[src/design/utf8_stream_validator_macros.svh]
// Assertion macros shared by the validator's RTL.
`ifndef UTF8_STREAM_VALIDATOR_MACROS_SVH
`define UTF8_STREAM_VALIDATOR_MACROS_SVH

// The consequent is checked in the same cycle as the antecedent.
`define UTF8SV_ASSERT_SAME(label, ante, cons) \
  label: assert property (@(posedge clk) disable iff (rst) (ante) |-> (cons)) \
    else $error("utf8_stream_validator: assertion failed");

// The consequent is checked in the cycle after the antecedent.
`define UTF8SV_ASSERT_NEXT(label, ante, cons) \
  label: assert property (@(posedge clk) disable iff (rst) (ante) |=> (cons)) \
    else $error("utf8_stream_validator: assertion failed");

`endif

[src/design/u8sv_pkg.sv]
package u8sv_pkg;

  typedef enum logic [2:0] {
    ST_OK         = 3'd0,
    ST_BAD_LEAD   = 3'd1,
    ST_TRUNCATED  = 3'd2,
    ST_BAD_CONT   = 3'd3,
    ST_BAD_SCALAR = 3'd4
  } status_t;

  localparam int unsigned CodeWidth = 21;

  typedef logic [CodeWidth-1:0] code_t;

  localparam logic [7:0] AsciiMax  = 8'h7F;
  localparam logic [7:0] Lead2Min  = 8'hC2;
  localparam logic [7:0] Lead2Max  = 8'hDF;
  localparam logic [7:0] Lead3Min  = 8'hE0;
  localparam logic [7:0] Lead3Max  = 8'hEF;
  localparam logic [7:0] Lead4Min  = 8'hF0;
  localparam logic [7:0] Lead4Max  = 8'hF4;
  localparam logic [1:0] ContTag   = 2'b10;

  localparam code_t Min2Byte      = 21'h000080;
  localparam code_t Min3Byte      = 21'h000800;
  localparam code_t Min4Byte      = 21'h010000;
  localparam code_t ScalarMax     = 21'h10FFFF;
  localparam code_t SurrogateLow  = 21'h00D800;
  localparam code_t SurrogateHigh = 21'h00DFFF;

  localparam logic [1:0] ClassOne   = 2'd0;
  localparam logic [1:0] ClassTwo   = 2'd1;
  localparam logic [1:0] ClassThree = 2'd2;
  localparam logic [1:0] ClassFour  = 2'd3;

endpackage

[src/design/utf8_stream_validator.sv]
// An accepted byte waits in the input register and moves into the result register
// when the output side is not stalled; res_stall can hold it in the input register.
// Throughput: one byte per cycle while no stall holds the flow; the per-byte decode
// sits between the input register and the result register, and the sequence state updates as each byte advances.
// Reset (rst, synchronous, active high) empties both registers and clears the
// sequence and error state; the same state is cleared after every final byte.
`include "utf8_stream_validator_macros.svh"

module utf8_stream_validator
  import u8sv_pkg::*;
(
  input  logic       clk,
  input  logic       rst,
  input  logic       src_valid,
  output logic       src_stall,
  input  logic [7:0] data_byte,
  input  logic       end_of_text,
  output logic       res_valid,
  input  logic       res_stall,
  output logic       scalar_ends,
  output logic       verdict_ready,
  output logic [2:0] status
);

  logic       q_valid;
  logic [7:0] q_byte;
  logic       q_last;
  logic       advance;

  logic [1:0] bytes_owed;
  logic [1:0] bytes_owed_next;
  code_t      code_accum;
  code_t      code_accum_next;
  logic [1:0] seq_length_class;
  logic [1:0] seq_length_class_next;
  status_t    error_kind;
  status_t    error_kind_next;
  logic [1:0] error_bytes_owed;
  logic [1:0] error_bytes_owed_next;

  logic       ends_calc;
  status_t    status_calc;
  code_t      shifted;
  code_t      minimum;
  logic       pending;

  assign advance   = q_valid && (!res_valid || !res_stall);
  assign src_stall = q_valid && !advance;

  always_ff @(posedge clk) begin
    if (rst) begin
      q_valid <= 1'b0;
    end else if (!src_stall) begin
      q_valid <= src_valid;
    end
  end

  always_ff @(posedge clk) begin
    if (src_valid && !src_stall) begin
      q_byte <= data_byte;
      q_last <= end_of_text;
    end
  end

  assign shifted = {code_accum[CodeWidth-7:0], q_byte[5:0]};

  always_comb begin
    case (seq_length_class)
      ClassTwo:   minimum = Min2Byte;
      ClassThree: minimum = Min3Byte;
      ClassFour:  minimum = Min4Byte;
      default:    minimum = '0;
    endcase
  end

  always_comb begin
    bytes_owed_next       = bytes_owed;
    code_accum_next       = code_accum;
    seq_length_class_next = seq_length_class;
    error_kind_next       = error_kind;
    error_bytes_owed_next = error_bytes_owed;
    ends_calc             = 1'b0;

    if (error_kind != ST_OK) begin
      if (error_bytes_owed != 2'd0) begin
        error_bytes_owed_next = error_bytes_owed - 2'd1;
      end
    end else if (bytes_owed == 2'd0) begin
      if (q_byte <= AsciiMax) begin
        ends_calc = 1'b1;
      end else if (q_byte >= Lead2Min && q_byte <= Lead2Max) begin
        bytes_owed_next       = 2'd1;
        seq_length_class_next = ClassTwo;
        code_accum_next       = {{(CodeWidth-5){1'b0}}, q_byte[4:0]};
      end else if (q_byte >= Lead3Min && q_byte <= Lead3Max) begin
        bytes_owed_next       = 2'd2;
        seq_length_class_next = ClassThree;
        code_accum_next       = {{(CodeWidth-4){1'b0}}, q_byte[3:0]};
      end else if (q_byte >= Lead4Min && q_byte <= Lead4Max) begin
        bytes_owed_next       = 2'd3;
        seq_length_class_next = ClassFour;
        code_accum_next       = {{(CodeWidth-3){1'b0}}, q_byte[2:0]};
      end else begin
        error_kind_next       = ST_BAD_LEAD;
        error_bytes_owed_next = 2'd0;
      end
    end else if (q_byte[7:6] != ContTag) begin
      error_kind_next       = ST_BAD_CONT;
      error_bytes_owed_next = bytes_owed - 2'd1;
      bytes_owed_next       = 2'd0;
    end else begin
      code_accum_next = shifted;
      bytes_owed_next = bytes_owed - 2'd1;
      if (bytes_owed == 2'd1) begin
        if (shifted >= minimum && shifted <= ScalarMax &&
            !(shifted >= SurrogateLow && shifted <= SurrogateHigh)) begin
          ends_calc = 1'b1;
        end else begin
          error_kind_next       = ST_BAD_SCALAR;
          error_bytes_owed_next = 2'd0;
        end
        seq_length_class_next = ClassOne;
        code_accum_next       = '0;
      end
    end
  end

  always_comb begin
    pending = (error_kind_next == ST_OK) ? (bytes_owed_next != 2'd0)
                                         : (error_bytes_owed_next != 2'd0);
    if (!q_last) begin
      status_calc = ST_OK;
    end else if (pending) begin
      status_calc = ST_TRUNCATED;
    end else begin
      status_calc = error_kind_next;
    end
  end

  // The final byte of a text returns all sequence state to its reset value.
  always_ff @(posedge clk) begin
    if (rst) begin
      bytes_owed       <= 2'd0;
      code_accum       <= '0;
      seq_length_class <= ClassOne;
      error_kind       <= ST_OK;
      error_bytes_owed <= 2'd0;
    end else if (advance) begin
      if (q_last) begin
        bytes_owed       <= 2'd0;
        code_accum       <= '0;
        seq_length_class <= ClassOne;
        error_kind       <= ST_OK;
        error_bytes_owed <= 2'd0;
      end else begin
        bytes_owed       <= bytes_owed_next;
        code_accum       <= code_accum_next;
        seq_length_class <= seq_length_class_next;
        error_kind       <= error_kind_next;
        error_bytes_owed <= error_bytes_owed_next;
      end
    end
  end

  always_ff @(posedge clk) begin
    if (rst) begin
      res_valid <= 1'b0;
    end else if (advance) begin
      res_valid <= 1'b1;
    end else if (!res_stall) begin
      res_valid <= 1'b0;
    end
  end

  always_ff @(posedge clk) begin
    if (advance) begin
      scalar_ends   <= ends_calc;
      verdict_ready <= q_last;
      status        <= status_calc;
    end
  end

  `UTF8SV_ASSERT_SAME(a_status_only_on_verdict, res_valid && status != ST_OK, verdict_ready)
  `UTF8SV_ASSERT_NEXT(a_clear_after_final, advance && q_last,
                      bytes_owed == 2'd0 && error_kind == ST_OK && error_bytes_owed == 2'd0)
  `UTF8SV_ASSERT_SAME(a_no_owed_after_error, error_kind != ST_OK, bytes_owed == 2'd0)
  `UTF8SV_ASSERT_SAME(a_stall_only_when_full, src_stall, q_valid && res_valid && res_stall)

endmodule

[config.mk]
export PLATFORM = sky130hd
export DESIGN_NAME = utf8_stream_validator
export DESIGN_NICKNAME = d
export VERILOG_FILES = /design/src/design/u8sv_pkg.sv /design/src/design/utf8_stream_validator.sv
export VERILOG_INCLUDE_DIRS = /design/src /design/src/design
export SDC_FILE = /design/constraint.sdc
export NUM_CORES = 1
export LEC_CHECK = 0
export ABC_AREA = 1
export BUFFER_PORTS_ARGS = -buffer_cell sky130_fd_sc_hd__buf_2
export CAP_MARGIN = 15
export CORE_MARGIN = 4
export CORE_UTILIZATION = 40
export CTS_BUF_LIST = sky130_fd_sc_hd__clkbuf_4 sky130_fd_sc_hd__clkbuf_8
export DETAILED_ROUTE_END_ITERATION = 10
export GPL_ROUTABILITY_DRIVEN = 0
export GPL_TIMING_DRIVEN = 0
export PLACE_DENSITY = 0.65
export RECOVER_POWER = 25
export SLEW_MARGIN = 15
export SYNTH_ARGS = -nofsm -noshare
export SYNTH_HDL_FRONTEND = slang
export SYNTH_SLANG_ARGS = --single-unit
[constraint.sdc]
create_clock -name clk -period 3.85 [get_ports clk]
set_clock_uncertainty 0.2 [all_clocks]
set_input_delay 1.155 -clock clk [delete_from_list [all_inputs] [get_ports clk]]
set_output_delay 1.155 -clock clk [all_outputs]
set_load 0.05 [all_outputs]
==> results.ini <==
[synth]
syn-instance-count = 267
yosysMostFrequentCell = nand2_1
synthFlopType = dfxtp_1
yosys_register_bits = 40
ys_async_sr_fraction = 0
synth_common_cells = nand2_1 (54), inv_1 (32), nor2_1 (30), a21oi_1 (28), dfxtp_1 (26)
yosysTopAreaCell = dfxtp_1
netlist-cell-type-count = 32
avgSynthCellArea_um2 = 8.06
synth_nets = 285
synth_enable_flop_cells = 14
synth_seq_area_share = 0.437
syn_area_um2 = 2150
synthTopCellsByArea = dfxtp_1 (24%), edfxtp_1 (20%), nand2_1 (9.4%)
yosysWarnings = 0
synth_top_area_share = 0.242

[grt]
grt_max_degree = 13
grt_pass1_wl_um = 7560
grt_pass1_vias = 1684
grtUsageTotal = 0.147
grt-ovfl-total = 0
antenna_found_initial = 0

[setup_path]
crit_path_max_incr_delay_ps = 280
crit_path_start_kind = input port
path_cells = buf_2, nand2_1, nor2_1, buf_2
crit_fanout = 3
crit_slowest_cell = buf_2
cp.required_ps = 2490
arrival_ps = 1700
ff2ff_path_depth = 18
end_kind = output port
critPathKind = input port to output port
cpMostUsedCell = buf_2

[detailed_routing]
met1Wirelength_um = 2180
drc = 0
drt-pass1-iter-count = 4
route.met3.wl_um = 170
drt_iter0_drc = 94
viasPerCell = 4.85
detail_route.wl_per_cell_um = 12.1
top_layer = met4
drtAntennaViolNets = 0
dr_wl_met2_um = 1970
drt_wl_total_um = 4400
vias = 1762

[floorplanning]
dieWidth_um = 81.3
die_h_um = 81.3
die-area_um2 = 6610
core-area_um2 = 5170
start_util = 0.416
pin_count = 20
fp-row-count = 26

[cells_and_area]
num-nets-final = 310
multi_input_area_um2 = 1020
n_fill_cell = 532
drive_gt1_frac = 0.218
syn2layout_area_growth_pct = 13.1
design_area_um2 = 2430
final_cells = 363
n_antenna_cell = 0
final_core_util = 0.470
ff_latch_area_um2 = 941

[clocking]
cts_hold_buf = 0
clock_latency_ps = 290
cts_root_buffer = clkbuf_8
clockBufferDepth = 2
post-cts-setup-buffer-count = 0
cts_resized = 0
numCtsBuffers = 5
cts_num_sinks = 40
htreeDepth = 2
clkSlewWorstSetupHoldPaths_ps = 70
cts_tree = built

[placed_design]
dp.cells = 355
placedInstanceArea_um2 = 2330
port_buffers = 18
dp_hpwl_um = 3300

[sta]
fin_setup_tns_ps = 0
fin_crit_ps = 3050
finalCritPeriodShare = 0.793
rsz0062_at_grt = no
relSlewSlack = 0.538
fin_hold_ws_ps = 266
tightest_slew_ps = 693
final_max_slew_viol_count = 0
final-hold-violation-count = 0
setup_viol = 0
fmax_ghz = 0.328

[min_path]
holdPathStages = 2
hold_path_class = flop to flop

[power_and_ir_drop]
peakVddDrop_uv = 196
leakage_uw = 0.000974
power_per_cell_area_nw_per_um2 = 373

[status]
outcome = finished, final reports clean

[flow_run]
cap_violations = 0

-- flip-flops by register name (all words and copies together) (netlist names), 2 cells and up --
register          cells
code_accum           15
q_byte                8
error_kind            3
status                3
bytes_owed            2
error_bytes_owed      2
seq_length_class      2
-- path summary, 6_finish.rpt --
| kind | from | endpoint | slack (ps) |
|---|---|---|---|
| worst max-delay path | res_stall | src_stall | 800 |
| worst min register to register | bytes_owed[1] | bytes_owed[1] | 270 |
| worst max register to register | seq_length_class[0] | status[0] | 1490 |
| worst min-delay path | bytes_owed[1] | bytes_owed[1] | 270 |
-- report_power, final --
group	switching (µW)	internal [µW]
Sequential	12.3	456
Combinational	87.7	45.2
Clock	135	171
Total	235	672
-- cell type report --
type,instances,share of cell area
buffer,7,0.0185
tap,70,0.0360
sequential,40,0.387
multi-input combinational,181,0.419
clock buffer,8,0.0427
timing repair buffer,18,0.0370
inverter,39,0.0602
-- kinds of logic (layout without fill, tap and decap cells) --
| kind of cell | Yosys count | count (layout) | synth area share |
|---|---|---|---|
| flip-flops | 40 | 40 | 0.437 |
| AO/OA/AOI/OAI | 55 | 55 | 0.186 |
| adder cells (fa/ha/maj) | 5 | 5 | 0.0291 |
| AND/OR/NAND/NOR | 121 | 121 | 0.258 |
| buffers and inverters | 46 | 72 | 0.0890 |
-- worst max-delay path: cells and delay by family --
family | cells | cell delay (ps)
buffers and inverters | 2 | 350
AND/OR/NAND/NOR | 2 | 190
-- cell usage in the layout (no fill, tap or decap), drive strengths merged --
| master | instances |
|---|---|
| a211oi | 12 |
| nand2 | 59 |
| a22oi | 1 |
| edfxtp | 14 |
| inv | 39 |
| clkbuf | 12 |
| dfxtp | 26 |
| nor2 | 36 |
| buf | 21 |
| nand3b | 8 |
| a21boi | 1 |
| ha | 5 |
| o21a | 2 |
| o21ai | 8 |
| a31oi | 2 |
| nand4 | 1 |
| nand3 | 13 |
| nor3 | 4 |
| a21oi | 29 |
-- per-stage QoR --
stage	setup slack [ps]	power, µW
2_1_floorplan	566	578
3_3_place_gp	800	608
3_5_place_dp	799	611
4_1_cts	798	918
5_1_grt	768	957
6_report	798	907
-- per-layer routing --
metal | vias up | GRT usage
met1 | 791 | 0.199
met3 | 7 | 0.0322
met4 | 0 | 0.0507
li1 | 930 | -
met5 | - | 0
met2 | 34 | 0.231
Note: power is estimated with default switching activity, not from simulation.
